--- src/sorted_priority_queue_assert.svh ---
// Assertion macros for the sorted priority queue.
// The macros sample on i_clk and are disabled while i_rst_n is low.
`ifndef SORTED_PRIORITY_QUEUE_ASSERT_SVH
`define SORTED_PRIORITY_QUEUE_ASSERT_SVH
`ifndef SYNTHESIS
`define SPR_ASSERT_IMP(lbl, ante, cons) \
    lbl: assert property (@(posedge i_clk) disable iff (!i_rst_n) (ante) |-> (cons)) \
        else $error("sorted_priority_queue: assertion failed");
`define SPR_ASSERT_NXT(lbl, ante, cons) \
    lbl: assert property (@(posedge i_clk) disable iff (!i_rst_n) (ante) |=> (cons)) \
        else $error("sorted_priority_queue: assertion failed");
`else
`define SPR_ASSERT_IMP(lbl, ante, cons)
`define SPR_ASSERT_NXT(lbl, ante, cons)
`endif
`endif

--- src/spr_pkg.sv ---
`timescale 1ns / 1ps
package spr_pkg;

    localparam int CAPACITY      = 32;
    localparam int ELEMENT_BITS  = 16;
    localparam int PRIORITY_BITS = 16;
    localparam int ADDR_BITS     = $clog2(CAPACITY);
    localparam int IDX_BITS      = $clog2(CAPACITY + 1);
    localparam int ENTRY_BITS    = ELEMENT_BITS + PRIORITY_BITS;
    localparam int OCC_BITS      = 6;

    typedef enum logic [2:0] {
        MODE_INSERT,
        MODE_REMOVE_HEAD,
        MODE_REMOVE_ELEMENT,
        MODE_CHANGE,
        MODE_CONTAINS,
        MODE_FIRST,
        MODE_NEXT,
        MODE_CLEAR
    } t_mode;

    typedef enum logic [1:0] {
        ST_OK,
        ST_MISS,
        ST_FULL
    } t_status;

    typedef enum logic [1:0] {
        KIND_INSERT,
        KIND_DELETE,
        KIND_FIND,
        KIND_READ
    } t_kind;

    typedef struct packed {
        t_mode                     mode;
        logic [ELEMENT_BITS-1:0]   element_id;
        logic [PRIORITY_BITS-1:0]  priority_req;
        logic [PRIORITY_BITS-1:0]  repl_priority;
    } t_in_word;

    typedef struct packed {
        t_status                   status;
        logic                      found;
        logic [ELEMENT_BITS-1:0]   out_element;
        logic [OCC_BITS-1:0]       occupancy;
    } t_out_word;

    typedef struct packed {
        logic  load;
        logic  start;
        t_kind kind;
        logic  use_new;
        logic  finish;
    } t_cmd;

    typedef struct packed {
        t_mode op;
        logic  empty;
        logic  full;
        logic  next_ok;
        logic  pass_done;
        logic  hit;
    } t_sts;

endpackage

--- src/sorted_priority_queue.sv ---
`timescale 1ns / 1ps
// Channel  Direction  Handshake                 Word
// input    in         i_in_valid / o_in_stall   i_in_word  (spr_pkg::t_in_word)
// output   out        o_out_valid / i_out_stall o_out_word (spr_pkg::t_out_word)
//
// One operation at a time. Clear, and any operation that ends without a walk (empty or
// full queue, next with nothing left), read no entry; first and next read a single entry;
// insert, remove and contains walk the entry RAM once; change priority walks it twice
// when the entry is found and once when not.
// Reset (synchronous, active low) empties the queue and cancels iteration.
// A new word is taken once the block is idle and the last result is not stalled.
`include "sorted_priority_queue_assert.svh"
module sorted_priority_queue #(
    parameter int CAPACITY = spr_pkg::CAPACITY
) (
    input  logic               i_clk,
    input  logic               i_rst_n,
    input  logic               i_in_valid,
    output logic               o_in_stall,
    input  spr_pkg::t_in_word  i_in_word,
    output logic               o_out_valid,
    input  logic               i_out_stall,
    output spr_pkg::t_out_word o_out_word
);

    localparam int OB = spr_pkg::OCC_BITS;

    spr_pkg::t_cmd w_cmd;
    spr_pkg::t_sts w_sts;
    logic          w_out_full;

    spr_ctrl u_ctrl (
        .i_clk       (i_clk),
        .i_rst_n     (i_rst_n),
        .i_in_valid  (i_in_valid),
        .o_in_stall  (o_in_stall),
        .o_out_valid (o_out_valid),
        .i_out_stall (i_out_stall),
        .i_sts       (w_sts),
        .o_cmd       (w_cmd)
    );

    spr_dp #(
        .CAPACITY (CAPACITY)
    ) u_dp (
        .i_clk      (i_clk),
        .i_rst_n    (i_rst_n),
        .i_cmd      (w_cmd),
        .i_in_word  (i_in_word),
        .o_sts      (w_sts),
        .o_out_word (o_out_word)
    );

    assign w_out_full = o_out_valid && (o_out_word.status == spr_pkg::ST_FULL);

    `SPR_ASSERT_IMP(a_occ_bound, o_out_valid, o_out_word.occupancy <= OB'(CAPACITY))
    `SPR_ASSERT_IMP(a_full_at_cap, w_out_full, o_out_word.occupancy == OB'(CAPACITY))
    `SPR_ASSERT_NXT(a_busy_after_accept, i_in_valid && !o_in_stall, o_in_stall)

endmodule

--- src/spr_ram.sv ---
`timescale 1ns / 1ps
module spr_ram #(
    parameter int WIDTH = 32,
    parameter int DEPTH = 32
) (
    input  logic                     i_clk,
    input  logic                     i_we,
    input  logic [$clog2(DEPTH)-1:0] i_waddr,
    input  logic [WIDTH-1:0]         i_wdata,
    input  logic                     i_re,
    input  logic [$clog2(DEPTH)-1:0] i_raddr,
    output logic [WIDTH-1:0]         o_rdata
);

    logic [WIDTH-1:0] r_mem [DEPTH];
    logic [WIDTH-1:0] r_rdata;

    always_ff @(posedge i_clk) begin
        if (i_we) begin
            r_mem[i_waddr] <= i_wdata;
        end
        if (i_re) begin
            r_rdata <= r_mem[i_raddr];
        end
    end

    assign o_rdata = r_rdata;

endmodule

--- src/spr_ctrl.sv ---
`timescale 1ns / 1ps
module spr_ctrl (
    input  logic          i_clk,
    input  logic          i_rst_n,
    input  logic          i_in_valid,
    output logic          o_in_stall,
    output logic          o_out_valid,
    input  logic          i_out_stall,
    input  spr_pkg::t_sts i_sts,
    output spr_pkg::t_cmd o_cmd
);

    typedef enum logic [2:0] {
        S_IDLE,
        S_DECIDE,
        S_PASS,
        S_POST,
        S_FIN
    } t_state;

    t_state        r_state;
    logic          r_phase;
    logic          r_out_vld;
    t_state        n_state;
    logic          w_accept;
    spr_pkg::t_cmd w_cmd;

    assign o_in_stall  = (r_state != S_IDLE) || (r_out_vld && i_out_stall);
    assign w_accept    = i_in_valid && !o_in_stall;
    assign o_out_valid = r_out_vld;
    assign o_cmd       = w_cmd;

    always_comb begin
        w_cmd         = '0;
        w_cmd.kind    = spr_pkg::KIND_INSERT;
        w_cmd.load    = w_accept;
        n_state       = r_state;
        case (r_state)
            S_IDLE: begin
                if (w_accept) begin
                    n_state = S_DECIDE;
                end
            end
            S_DECIDE: begin
                case (i_sts.op)
                    spr_pkg::MODE_INSERT: begin
                        w_cmd.start = !i_sts.full;
                        w_cmd.kind  = spr_pkg::KIND_INSERT;
                    end
                    spr_pkg::MODE_REMOVE_HEAD,
                    spr_pkg::MODE_REMOVE_ELEMENT,
                    spr_pkg::MODE_CHANGE: begin
                        w_cmd.start = !i_sts.empty;
                        w_cmd.kind  = spr_pkg::KIND_DELETE;
                    end
                    spr_pkg::MODE_CONTAINS: begin
                        w_cmd.start = !i_sts.empty;
                        w_cmd.kind  = spr_pkg::KIND_FIND;
                    end
                    spr_pkg::MODE_FIRST: begin
                        w_cmd.start = !i_sts.empty;
                        w_cmd.kind  = spr_pkg::KIND_READ;
                    end
                    spr_pkg::MODE_NEXT: begin
                        w_cmd.start = i_sts.next_ok;
                        w_cmd.kind  = spr_pkg::KIND_READ;
                    end
                    default: begin
                        w_cmd.start = 1'b0;
                    end
                endcase
                n_state = w_cmd.start ? S_PASS : S_FIN;
            end
            S_PASS: begin
                if (i_sts.pass_done) begin
                    n_state = S_POST;
                end
            end
            S_POST: begin
                w_cmd.start   = (i_sts.op == spr_pkg::MODE_CHANGE) && !r_phase && i_sts.hit;
                w_cmd.kind    = spr_pkg::KIND_INSERT;
                w_cmd.use_new = 1'b1;
                n_state       = w_cmd.start ? S_PASS : S_FIN;
            end
            S_FIN: begin
                w_cmd.finish = 1'b1;
                n_state      = S_IDLE;
            end
            default: begin
                n_state = S_IDLE;
            end
        endcase
    end

    always_ff @(posedge i_clk) begin
        if (!i_rst_n) begin
            r_state   <= S_IDLE;
            r_phase   <= 1'b0;
            r_out_vld <= 1'b0;
        end else begin
            r_state <= n_state;
            if (w_accept) begin
                r_phase <= 1'b0;
            end else if (r_state == S_POST && w_cmd.start) begin
                r_phase <= 1'b1;
            end
            if (w_cmd.finish) begin
                r_out_vld <= 1'b1;
            end else if (!i_out_stall) begin
                r_out_vld <= 1'b0;
            end
        end
    end

endmodule

--- src/spr_dp.sv ---
`timescale 1ns / 1ps
module spr_dp #(
    parameter int CAPACITY = spr_pkg::CAPACITY
) (
    input  logic               i_clk,
    input  logic               i_rst_n,
    input  spr_pkg::t_cmd      i_cmd,
    input  spr_pkg::t_in_word  i_in_word,
    output spr_pkg::t_sts      o_sts,
    output spr_pkg::t_out_word o_out_word
);

    localparam int AW = $clog2(CAPACITY);
    localparam int IW = $clog2(CAPACITY + 1);
    localparam int EB = spr_pkg::ELEMENT_BITS;
    localparam int PB = spr_pkg::PRIORITY_BITS;
    localparam int NB = spr_pkg::ENTRY_BITS;
    localparam int OB = spr_pkg::OCC_BITS;

    spr_pkg::t_mode     r_op;
    logic [EB-1:0]      r_elem;
    logic [PB-1:0]      r_prio;
    logic [PB-1:0]      r_nprio;
    logic [PB-1:0]      r_key;
    spr_pkg::t_kind     r_kind;
    logic [IW-1:0]      r_count;
    logic [AW-1:0]      r_cur;
    logic               r_cur_vld;
    logic [IW-1:0]      r_k;
    logic [IW-1:0]      r_last;
    logic               r_issue;
    logic               r_dv;
    logic [IW-1:0]      r_dk;
    logic [NB-1:0]      r_carry;
    logic               r_hit;
    logic               r_full0;
    logic [EB-1:0]      r_oel;
    spr_pkg::t_out_word r_out;

    logic [NB-1:0]      w_rdata;
    logic [EB-1:0]      w_v_elem;
    logic [PB-1:0]      w_v_prio;
    logic               w_inrange;
    logic               w_ins_cond;
    logic               w_del_match;
    logic               w_find_match;
    logic               w_pass_done;
    logic               w_we;
    logic [IW-1:0]      w_waddr;
    logic [NB-1:0]      w_wdata;
    logic [IW-1:0]      w_dk_prev;
    logic [IW-1:0]      w_cur_next;
    logic               w_is_iter;
    spr_pkg::t_out_word w_res;

    spr_ram #(
        .WIDTH (NB),
        .DEPTH (CAPACITY)
    ) u_ram (
        .i_clk   (i_clk),
        .i_we    (w_we),
        .i_waddr (w_waddr[AW-1:0]),
        .i_wdata (w_wdata),
        .i_re    (r_issue),
        .i_raddr (r_k[AW-1:0]),
        .o_rdata (w_rdata)
    );

    assign w_v_elem     = w_rdata[NB-1:PB];
    assign w_v_prio     = w_rdata[PB-1:0];
    assign w_inrange    = r_dk < r_count;
    assign w_dk_prev    = r_dk - 1'b1;
    assign w_cur_next   = IW'(r_cur) + 1'b1;
    assign w_pass_done  = r_dv && (r_dk == r_last);
    assign w_find_match = w_v_elem == r_elem;
    assign w_is_iter    = (r_op == spr_pkg::MODE_FIRST) || (r_op == spr_pkg::MODE_NEXT);

    assign w_ins_cond = !r_hit && (!w_inrange ||
                        ((r_dk == '0) ? (r_key > w_v_prio) : !(w_v_prio > r_key)));

    assign w_del_match = (r_op == spr_pkg::MODE_REMOVE_HEAD) ? (r_dk == '0) :
                         (w_find_match &&
                          ((r_op != spr_pkg::MODE_CHANGE) || (w_v_prio == r_prio)));

    always_comb begin
        w_we    = 1'b0;
        w_waddr = r_dk;
        w_wdata = w_rdata;
        if (r_dv) begin
            case (r_kind)
                spr_pkg::KIND_INSERT: begin
                    if (r_hit) begin
                        w_we    = 1'b1;
                        w_wdata = r_carry;
                    end else if (w_ins_cond) begin
                        w_we    = 1'b1;
                        w_wdata = {r_elem, r_key};
                    end
                end
                spr_pkg::KIND_DELETE: begin
                    w_we    = r_hit;
                    w_waddr = w_dk_prev;
                end
                default: begin
                    w_we = 1'b0;
                end
            endcase
        end
    end

    always_comb begin
        w_res.occupancy   = (r_op == spr_pkg::MODE_CLEAR) ? '0 : OB'(r_count);
        w_res.found       = ((r_op == spr_pkg::MODE_CONTAINS) || w_is_iter) && r_hit;
        w_res.out_element = (w_is_iter && r_hit) ? r_oel : '0;
        case (r_op)
            spr_pkg::MODE_INSERT:   w_res.status = r_full0 ? spr_pkg::ST_FULL : spr_pkg::ST_OK;
            spr_pkg::MODE_CONTAINS: w_res.status = spr_pkg::ST_OK;
            spr_pkg::MODE_CLEAR:    w_res.status = spr_pkg::ST_OK;
            default:                w_res.status = r_hit ? spr_pkg::ST_OK : spr_pkg::ST_MISS;
        endcase
    end

    always_ff @(posedge i_clk) begin
        if (!i_rst_n) begin
            r_count   <= '0;
            r_cur     <= '0;
            r_cur_vld <= 1'b0;
            r_k       <= '0;
            r_issue   <= 1'b0;
            r_dv      <= 1'b0;
            r_hit     <= 1'b0;
            r_full0   <= 1'b0;
        end else begin
            r_dv <= r_issue;
            if (r_issue) begin
                r_k <= r_k + 1'b1;
                if (r_k == r_last) begin
                    r_issue <= 1'b0;
                end
            end
            if (i_cmd.load) begin
                r_hit   <= 1'b0;
                r_full0 <= r_count == IW'(CAPACITY);
                if ((i_in_word.mode == spr_pkg::MODE_INSERT) ||
                    (i_in_word.mode == spr_pkg::MODE_REMOVE_HEAD) ||
                    (i_in_word.mode == spr_pkg::MODE_REMOVE_ELEMENT) ||
                    (i_in_word.mode == spr_pkg::MODE_CHANGE) ||
                    (i_in_word.mode == spr_pkg::MODE_CLEAR)) begin
                    r_cur_vld <= 1'b0;
                end
            end
            if (i_cmd.start) begin
                r_hit   <= 1'b0;
                r_issue <= 1'b1;
                if (i_cmd.kind == spr_pkg::KIND_READ && r_op == spr_pkg::MODE_NEXT) begin
                    r_k <= w_cur_next;
                end else begin
                    r_k <= '0;
                end
            end
            if (r_dv) begin
                case (r_kind)
                    spr_pkg::KIND_INSERT: r_hit <= r_hit | w_ins_cond;
                    spr_pkg::KIND_DELETE: r_hit <= r_hit | w_del_match;
                    spr_pkg::KIND_FIND:   r_hit <= r_hit | w_find_match;
                    default:              r_hit <= 1'b1;
                endcase
            end
            if (w_pass_done) begin
                if (r_kind == spr_pkg::KIND_INSERT) begin
                    r_count <= r_count + 1'b1;
                end else if (r_kind == spr_pkg::KIND_DELETE && (r_hit || w_del_match)) begin
                    r_count <= r_count - 1'b1;
                end
            end
            if (i_cmd.finish) begin
                if (r_op == spr_pkg::MODE_CLEAR) begin
                    r_count <= '0;
                end
                if (r_op == spr_pkg::MODE_FIRST && r_hit) begin
                    r_cur     <= '0;
                    r_cur_vld <= 1'b1;
                end
                if (r_op == spr_pkg::MODE_NEXT && r_hit) begin
                    r_cur <= w_cur_next[AW-1:0];
                end
            end
        end
    end

    always_ff @(posedge i_clk) begin
        r_dk    <= r_k;
        r_carry <= w_rdata;
        if (i_cmd.load) begin
            r_op    <= i_in_word.mode;
            r_elem  <= i_in_word.element_id;
            r_prio  <= i_in_word.priority_req;
            r_nprio <= i_in_word.repl_priority;
        end
        if (i_cmd.start) begin
            r_kind <= i_cmd.kind;
            r_key  <= i_cmd.use_new ? r_nprio : r_prio;
            case (i_cmd.kind)
                spr_pkg::KIND_INSERT: r_last <= r_count;
                spr_pkg::KIND_READ:   r_last <= (r_op == spr_pkg::MODE_NEXT) ? w_cur_next : '0;
                default:              r_last <= r_count - 1'b1;
            endcase
        end
        if (r_dv && r_kind == spr_pkg::KIND_READ) begin
            r_oel <= w_v_elem;
        end
        if (i_cmd.finish) begin
            r_out <= w_res;
        end
    end

    assign o_sts.op        = r_op;
    assign o_sts.empty     = r_count == '0;
    assign o_sts.full      = r_count == IW'(CAPACITY);
    assign o_sts.next_ok   = r_cur_vld && (w_cur_next < r_count);
    assign o_sts.pass_done = w_pass_done;
    assign o_sts.hit       = r_hit;
    assign o_out_word      = r_out;

endmodule
--- config.mk ---
export PLATFORM = sky130hd
export DESIGN_NAME = sorted_priority_queue
export DESIGN_NICKNAME = d
export VERILOG_FILES = /design/src/spr_pkg.sv /design/src/sorted_priority_queue.sv /design/src/spr_ram.sv /design/src/spr_ctrl.sv /design/src/spr_dp.sv
export VERILOG_INCLUDE_DIRS = /design/src /design/src/src
export SDC_FILE = /design/constraint.sdc
export NUM_CORES = 1
export LEC_CHECK = 0
export BUFFER_PORTS_ARGS = -buffer_cell sky130_fd_sc_hd__buf_2
export CAP_MARGIN = 15
export CELL_PAD_IN_SITES_DETAIL_PLACEMENT = 1
export CELL_PAD_IN_SITES_GLOBAL_PLACEMENT = 2
export CORE_ASPECT_RATIO = 1.75
export CORE_UTILIZATION = 54
export DETAILED_ROUTE_END_ITERATION = 6
export GPL_TIMING_DRIVEN = 1
export HOLD_SLACK_MARGIN = 0.02
export PLACE_DENSITY_LB_ADDON = 0.05
export SKIP_LAST_GASP = 1
export SYNTH_ARGS = -nofsm -noshare
export SYNTH_HDL_FRONTEND = slang
export SYNTH_SLANG_ARGS = --single-unit
--- constraint.sdc ---
create_clock -name i_clk -period 9 [get_ports i_clk]
set_input_delay 1.35 -clock i_clk [delete_from_list [all_inputs] [get_ports i_clk]]
set_output_delay 1.35 -clock i_clk [all_outputs]
set_load 0.005 [all_outputs]
== Word-level counts from Yosys, hierarchy flattened ==
Memories as Yosys holds them, arrays and structs flattened. A register that Yosys moved wholly into a read port is not among the register bits.
Cells that the tools add are included.

* Bits in registers: 181
* Memory bits (writable): 1,024
* Input bits: 55
* Output and inout bits: 27
* Word-level logic and storage cells: 172
* Memories kept: 1

* Add/sub/neg operators: 5
* Order comparisons: 4
* Equal/unequal tests: 28
* Multiplexer cells: 54
* Bitwise operators: 4
* Reduce and logical (&&, ||, !) cells: 51

{| class="wikitable"
|+ Memories
! name !! words !! width !! rd ports !! clocked after Yosys merged registers in !! write ports !! line !! text
|-
| u_dp.u_ram.r_mem || 32 || 32 || 1 || 1 || 1 || spr_ram.sv:15 || <nowiki>logic [WIDTH-1:0] r_mem [DEPTH];</nowiki>
|}

{| class="wikitable"
|+ Operator list
! cell !! number
|-
| 2-to-1 mux 32 bit || 4
|-
| 2-to-1 mux 6 bit || 9
|-
| equality test 16 bit || 2
|-
| > comparator 16 bit || 2
|-
| 2-to-1 mux 1 bit || 23
|-
| 2-to-1 mux 5 bit || 4
|-
| equality test 3 x 2 -> 1 bit (second input constant) || 6
|-
| equality test 3 bit (second input constant) || 6
|-
| logical AND 1 bit || 16
|-
| 2-to-1 mux 16 bit || 1
|-
| adder 6 x 1 -> 6 bit (second input constant) || 2
|-
| equality test 6 bit || 2
|-
| logical NOT 6 bit || 2
|-
| < comparator 6 bit || 2
|-
| 2-to-1 mux 3 bit || 4
|-
| one-hot mux 3 bit (4 select lines) || 1
|-
| one-hot mux 6 bit (2 select lines) || 1
|-
| logical OR 1 bit || 10
|-
| equality test 3 x 1 -> 1 bit (second input constant) || 3
|-
| logical NOT 3 bit || 3
|-
| logical NOT 1 bit || 7
|-
| adder 5 x 1 -> 6 bit (second input constant) || 1
|-
| equality test 2 bit (second input constant) || 3
|-
| equality test 6 bit (second input constant) || 1
|-
| other kinds (20) || 31
|}

== Logic depth before layout (Yosys ltp) ==
* Depth after elaboration: 11
* Gate-level depth with buffers: 12
* Depth with buffers taken out: 11

== Cells and area by module ==
Synthesis repeated with hierarchy kept, for this count alone.

* Cell total of the unflattened synthesis: 3,103
* Area, all modules: 49,970.4 µm²

{| class="wikitable"
|+ By module, submodules not included
! module !! times used !! cells each !! area each (µm²) !! sequential area each (µm²)
|-
| spr_ram || 1 || 2,260 || 40,807.9 || 31,710.4
|-
| spr_dp || 1 || 800 || 8,813.5 || 4,684.5
|-
| spr_ctrl || 1 || 43 || 349.1 || 100.1
|}

== Worst setup path before layout ==
OpenSTA, ideal clock, no wires.

* Path type: register to register
* Start: register u_dp.u_ram.r_rdata[1], in the netlist u_dp.u_ram.o_rdata[1], read port of u_dp.u_ram.r_mem
* End: memory u_dp.u_ram.r_mem[0][0], enable pin
* Setup time: 421 ps
* Arrival time: 3,398 ps
* Data required time: 8,579 ps
* Setup slack: 5,181 ps
* Stages on the path, launching flop included: 12
* Buffers on the path: 2
* Period minus slack after synthesis: 3,819 ps
* Cells stage by stage: edfxtp_1 -> inv_1 -> ha_1 -> nor2b_1 -> o211ai_1 -> a2111o_1 -> o211ai_1 -> a21oi_1 -> buf_4 -> buf_6 -> a21o_1 -> nor2_1

* Longest elaborated chain between the ends: 11
* Elaborated cells between the ends (all ways): 12
* Classes of those cells: order compare: 2; mux: 7; reduce/logical: 3

{| class="wikitable"
|+ Ends and longest elaborated chain
! what !! line !! text
|-
| start, declared || spr_ram.sv:16 || <nowiki>logic [WIDTH-1:0] r_rdata;</nowiki>
|-
| > comparator 16 bit || spr_dp.sv:79 || <nowiki>((r_dk == '0) ? (r_key > w_v_prio) : !(w_v_prio > r_key)));</nowiki>
|-
| logical NOT 1 bit || spr_dp.sv:79 ||
|-
| 2-to-1 mux 1 bit (*) || spr_dp.sv:79 ||
|-
| logical OR 1 bit (*) || spr_dp.sv:78 || <nowiki>assign w_ins_cond = !r_hit && (!w_inrange ||</nowiki>
|-
| logical AND 1 bit (*) || spr_dp.sv:78 ||
|-
| 2-to-1 mux 1 bit (*) || spr_dp.sv:95 || <nowiki>end else if (w_ins_cond) begin</nowiki>
|-
| 2-to-1 mux 1 bit (*) || spr_dp.sv:92 || <nowiki>if (r_hit) begin</nowiki>
|-
| one-hot mux 1 bit (2 select lines) (*) || spr_dp.sv:90 || <nowiki>case (r_kind)</nowiki>
|-
| 2-to-1 mux 1 bit (*) || spr_dp.sv:89 || <nowiki>if (r_dv) begin</nowiki>
|-
| 2-to-1 mux 1 bit (*) || spr_ram.sv:19 || <nowiki>if (i_we) begin</nowiki>
|-
| 2-to-1 mux 1 bit (implied by the code) (*) || spr_ram.sv:20 || <nowiki>r_mem[i_waddr] <= i_wdata;</nowiki>
|-
| end, declared || spr_ram.sv:15 ||
|}

Every way passes the cells marked *; elsewhere a longest branch is shown, timed or not.

== Worst setup path after layout ==
* Start: register u_dp.r_count[1]
* End: memory u_dp.u_ram.r_mem[16][4], enable pin

* Longest elaborated chain between the ends: 10

{| class="wikitable"
|+ Ends and longest elaborated chain
! what !! line !! text
|-
| start, declared || spr_dp.sv:26 || <nowiki>logic [IW-1:0] r_count;</nowiki>
|-
| start signal, assigned || spr_dp.sv:171 || <nowiki>r_count <= r_count + 1'b1;</nowiki>
|-
| start signal, assigned || spr_dp.sv:173 || <nowiki>r_count <= r_count - 1'b1;</nowiki>
|-
| < comparator 6 bit || spr_dp.sv:71 || <nowiki>assign w_inrange = r_dk < r_count;</nowiki>
|-
| logical NOT 1 bit || spr_dp.sv:78 ||
|-
| logical OR 1 bit || spr_dp.sv:78 ||
|-
| logical AND 1 bit || spr_dp.sv:78 ||
|-
| 2-to-1 mux 1 bit || spr_dp.sv:95 ||
|-
| 2-to-1 mux 1 bit || spr_dp.sv:92 ||
|-
| one-hot mux 1 bit (2 select lines) || spr_dp.sv:90 ||
|-
| 2-to-1 mux 1 bit || spr_dp.sv:89 ||
|-
| 2-to-1 mux 1 bit || spr_ram.sv:19 ||
|-
| 2-to-1 mux 1 bit (implied by the code) || spr_ram.sv:20 ||
|}

No other way between the ends.

==> impl_metrics.toml <==
[run_status]
status = "finished clean"

[worst_setup_path]
endpoint = "u_dp.u_ram.r_mem[16][4]"
critical_path.max_fanout = 23
critPathKind = "register to register"
rr_startpoint = "u_dp.r_count[1]"
r2r_cells = 10
r2r_end = "u_dp.u_ram.r_mem[16][4]"
crit_arrival_ns = 5.05
required_ns = 9.40
crit_start = "u_dp.r_count[1]"
r2r_slack_ns = 4.35
critPathCaptureType = "register"
cp-start-kind = "register"

[timing]
slew_headroom_pct = 13.67
finClkSkew_ns = 0.02572
rsz0062_at_grt = "no"
hold_viol_final = 0
max_freq_mhz = 215.0
period_share_pct = 51.67
drv_slew = 0
worstMarginPinSlew_ns = 1.295
final.min_clock_period_ns = 4.651
hold_ws_ns = 0.4039
fin_tns_setup_ns = 0
final.setup.worst_slack_ns = 4.349
setup_violations = 0

[synth]
seq_area_frac_synth_pct = 74.73
yosysTopAreaCellShare_pct = 72.06
synth_edf_count = 1172
syn_area_um2 = 48840
synth_nets = 2419
syn_inst = 2327
yosys-top-cells-area = "edfxtp_1 72%, mux4_2 15%, dfxtp_1 2.7%"
avgSynthCellArea_um2 = 20.99
yosysWarnings = 0
ys_ff_latch = 1237
synth_top_cell_by_area = "edfxtp_1"
async_flop_share_pct = 0
yosys_most_used_dff = "edfxtp_1"
ys_types = 65

[grt]
grt_pass1_vias = 25560
grt_util_all_layers_pct = 28.24
grt-ovfl-total = 0
grt_pass1_wl_um = 181300
antenna_found_initial = 2
grt_max_degree = 169

[layout]
num-nets-final = 2556
layout.cells.most_common = "edfxtp_1"
mostFrequentLayoutCells = "1172 x edfxtp_1, 320 x mux4_2, 111 x clkbuf_16"
antenna_cells = 0
final_layout_size_suffix_gt1_share_pct = 29.32
utilization_pct = 61.18
syn2layout_area_growth_pct = 12.04
stdcell_area_um2 = 54720

[routing]
postRouteAntennaNets = 0
firstDrtPassIters = 5
drt_wl_total_um = 126800
num_vias = 24070
viasPerCell = 6.446
dr.first_iter.drc_count = 2408
drt-wirelength-per-cell_um = 33.97
drc_errors = 0

[clock_network]
cts_tree = "done"
cts_max_path_buffers = 3
cts_hold_buf = 0
clk_pin_slew_ns = 0.08
cts_buffers = 109
cts_root_buf = "clkbuf_16"
cts_resized = 0
htree_num_levels = 3
cts.sinks = 1237
insertion_delay_ns = 0.73
postCtsSetupBuffers = 0

[floorplan]
rows = 145
io_pins = 82
start_util_pct = 54.60
die_h_um = 399.8
core_um2 = 89440
die_area_um2 = 91700
die_x_um = 229.3

[placed_design]
place_congestion = 0.8460
place_ws_ns = 4.285
placed_area_um2 = 50900
post-dp-hpwl_um = 73780
numPortBuffers = 81

[power_and_ir_drop]
ir_worst_vdd_mv = 0.1869
power_density_nw_per_um2 = 209.0
p_leak_nw = 16.94

[run]
maxCapViolCount = 0

[worst_hold_path]
hp-class = "register to register"
-- report_power, final --
part	switching, mW	total, mW	internal, mW
Clock	2.14	4.75	2.61
Combinational	0.202	0.360	0.158
Sequential	0.0358	6.33	6.29
-- synthesized netlist by cell type (all sizes together) (11+ instances only) --
cell type,n
xor2,13
edfxtp,1172
nand4,22
buf,56
o21ai,11
xnor2,44
dfxtp,65
inv,39
nand2,75
nand3,52
mux4,320
nor2,51
mux2i,35
a21oi,29
a221o,32
nor3,12
nor4,15
ha,37
and2,27
mux2,49
clkbuf,72
-- cell families after synthesis --
logic type / count (synthesis) / synth area share [%]
AO/OA/AOI/OAI: 128 / 1.991
XOR/XNOR: 57 / 1.022
adder cells (fa/ha/maj): 37 / 0.9479
buffers and inverters: 167 / 1.609
flip-flops: 1237 / 74.73
multiplexers: 404 / 16.60
AND/OR/NAND/NOR: 297 / 3.100
-- how the worst min path moves through the flow --
stage / from / endpoint / slack [ns] / cells past startpoint
after floorplan: u_dp.r_k[2] / u_dp.r_dk[2] / 0.33 / 0
after global placement: u_dp.r_k[5] / u_dp.r_dk[5] / 0.42 / 0
after detailed placement: u_dp.r_k[5] / u_dp.r_dk[5] / 0.41 / 0
after CTS: u_dp.r_k[5] / u_dp.r_dk[5] / 0.42 / 0
after global routing: u_dp.r_k[5] / u_dp.r_dk[5] / 0.42 / 0
final: u_dp.r_k[5] / u_dp.r_dk[5] / 0.40 / 0
-- per-layer routing --
layer	wire [um]	vias to the layer above	GRT usage, %	share of wire (%)
li1	-	9935	-	-
met1	47800	13050	35.19	38
met4	3888	0	10.08	3.1
met2	68370	894	51.08	54
met5	0	-	0	0
met3	6770	187	3.221	5.3
-- worst max-delay path, cell delays in order (launching register included) --
cell      delay [ns]
dfxtp_1         0.44
inv_1           0.15
ha_1            0.30
a21o_1          0.17
a211oi_1        0.26
o21ai_0         0.34
a21oi_4         0.69
buf_4           0.59
a21o_1          0.69
nor2_4          0.24
buf_4           0.38
-- registers in the layout, indices dropped and copies added (netlist names), 16 cells and up --
name                flops
u_dp.r_nprio           16
u_dp.r_oel             16
u_dp.u_ram.o_rdata     32
u_dp.o_out_word        25
u_dp.r_prio            16
u_dp.r_key             16
u_dp.r_carry           32
u_dp.u_ram.r_mem     1024
u_dp.r_elem            16
-- metrics by stage --
stage          power [mW]  cells
6_report            11.43   3734
5_1_grt             11.70   3734
4_1_cts             11.51   3724
3_5_place_dp        6.811   3519
3_3_place_gp        6.800   3518
2_1_floorplan       6.682   2327
-- area by class of cell --
class                   instances  area [um2]
flip-flops and latches       1237       36510
clock buffers                 127        2816
fillers                      7403       34720
inverters                      39       146.4
multi-input cells             923       11830
well taps                    1176        1471
clock inverters                78       799.5
repair buffers                154        1142
(Power assumes the default switching activity.)
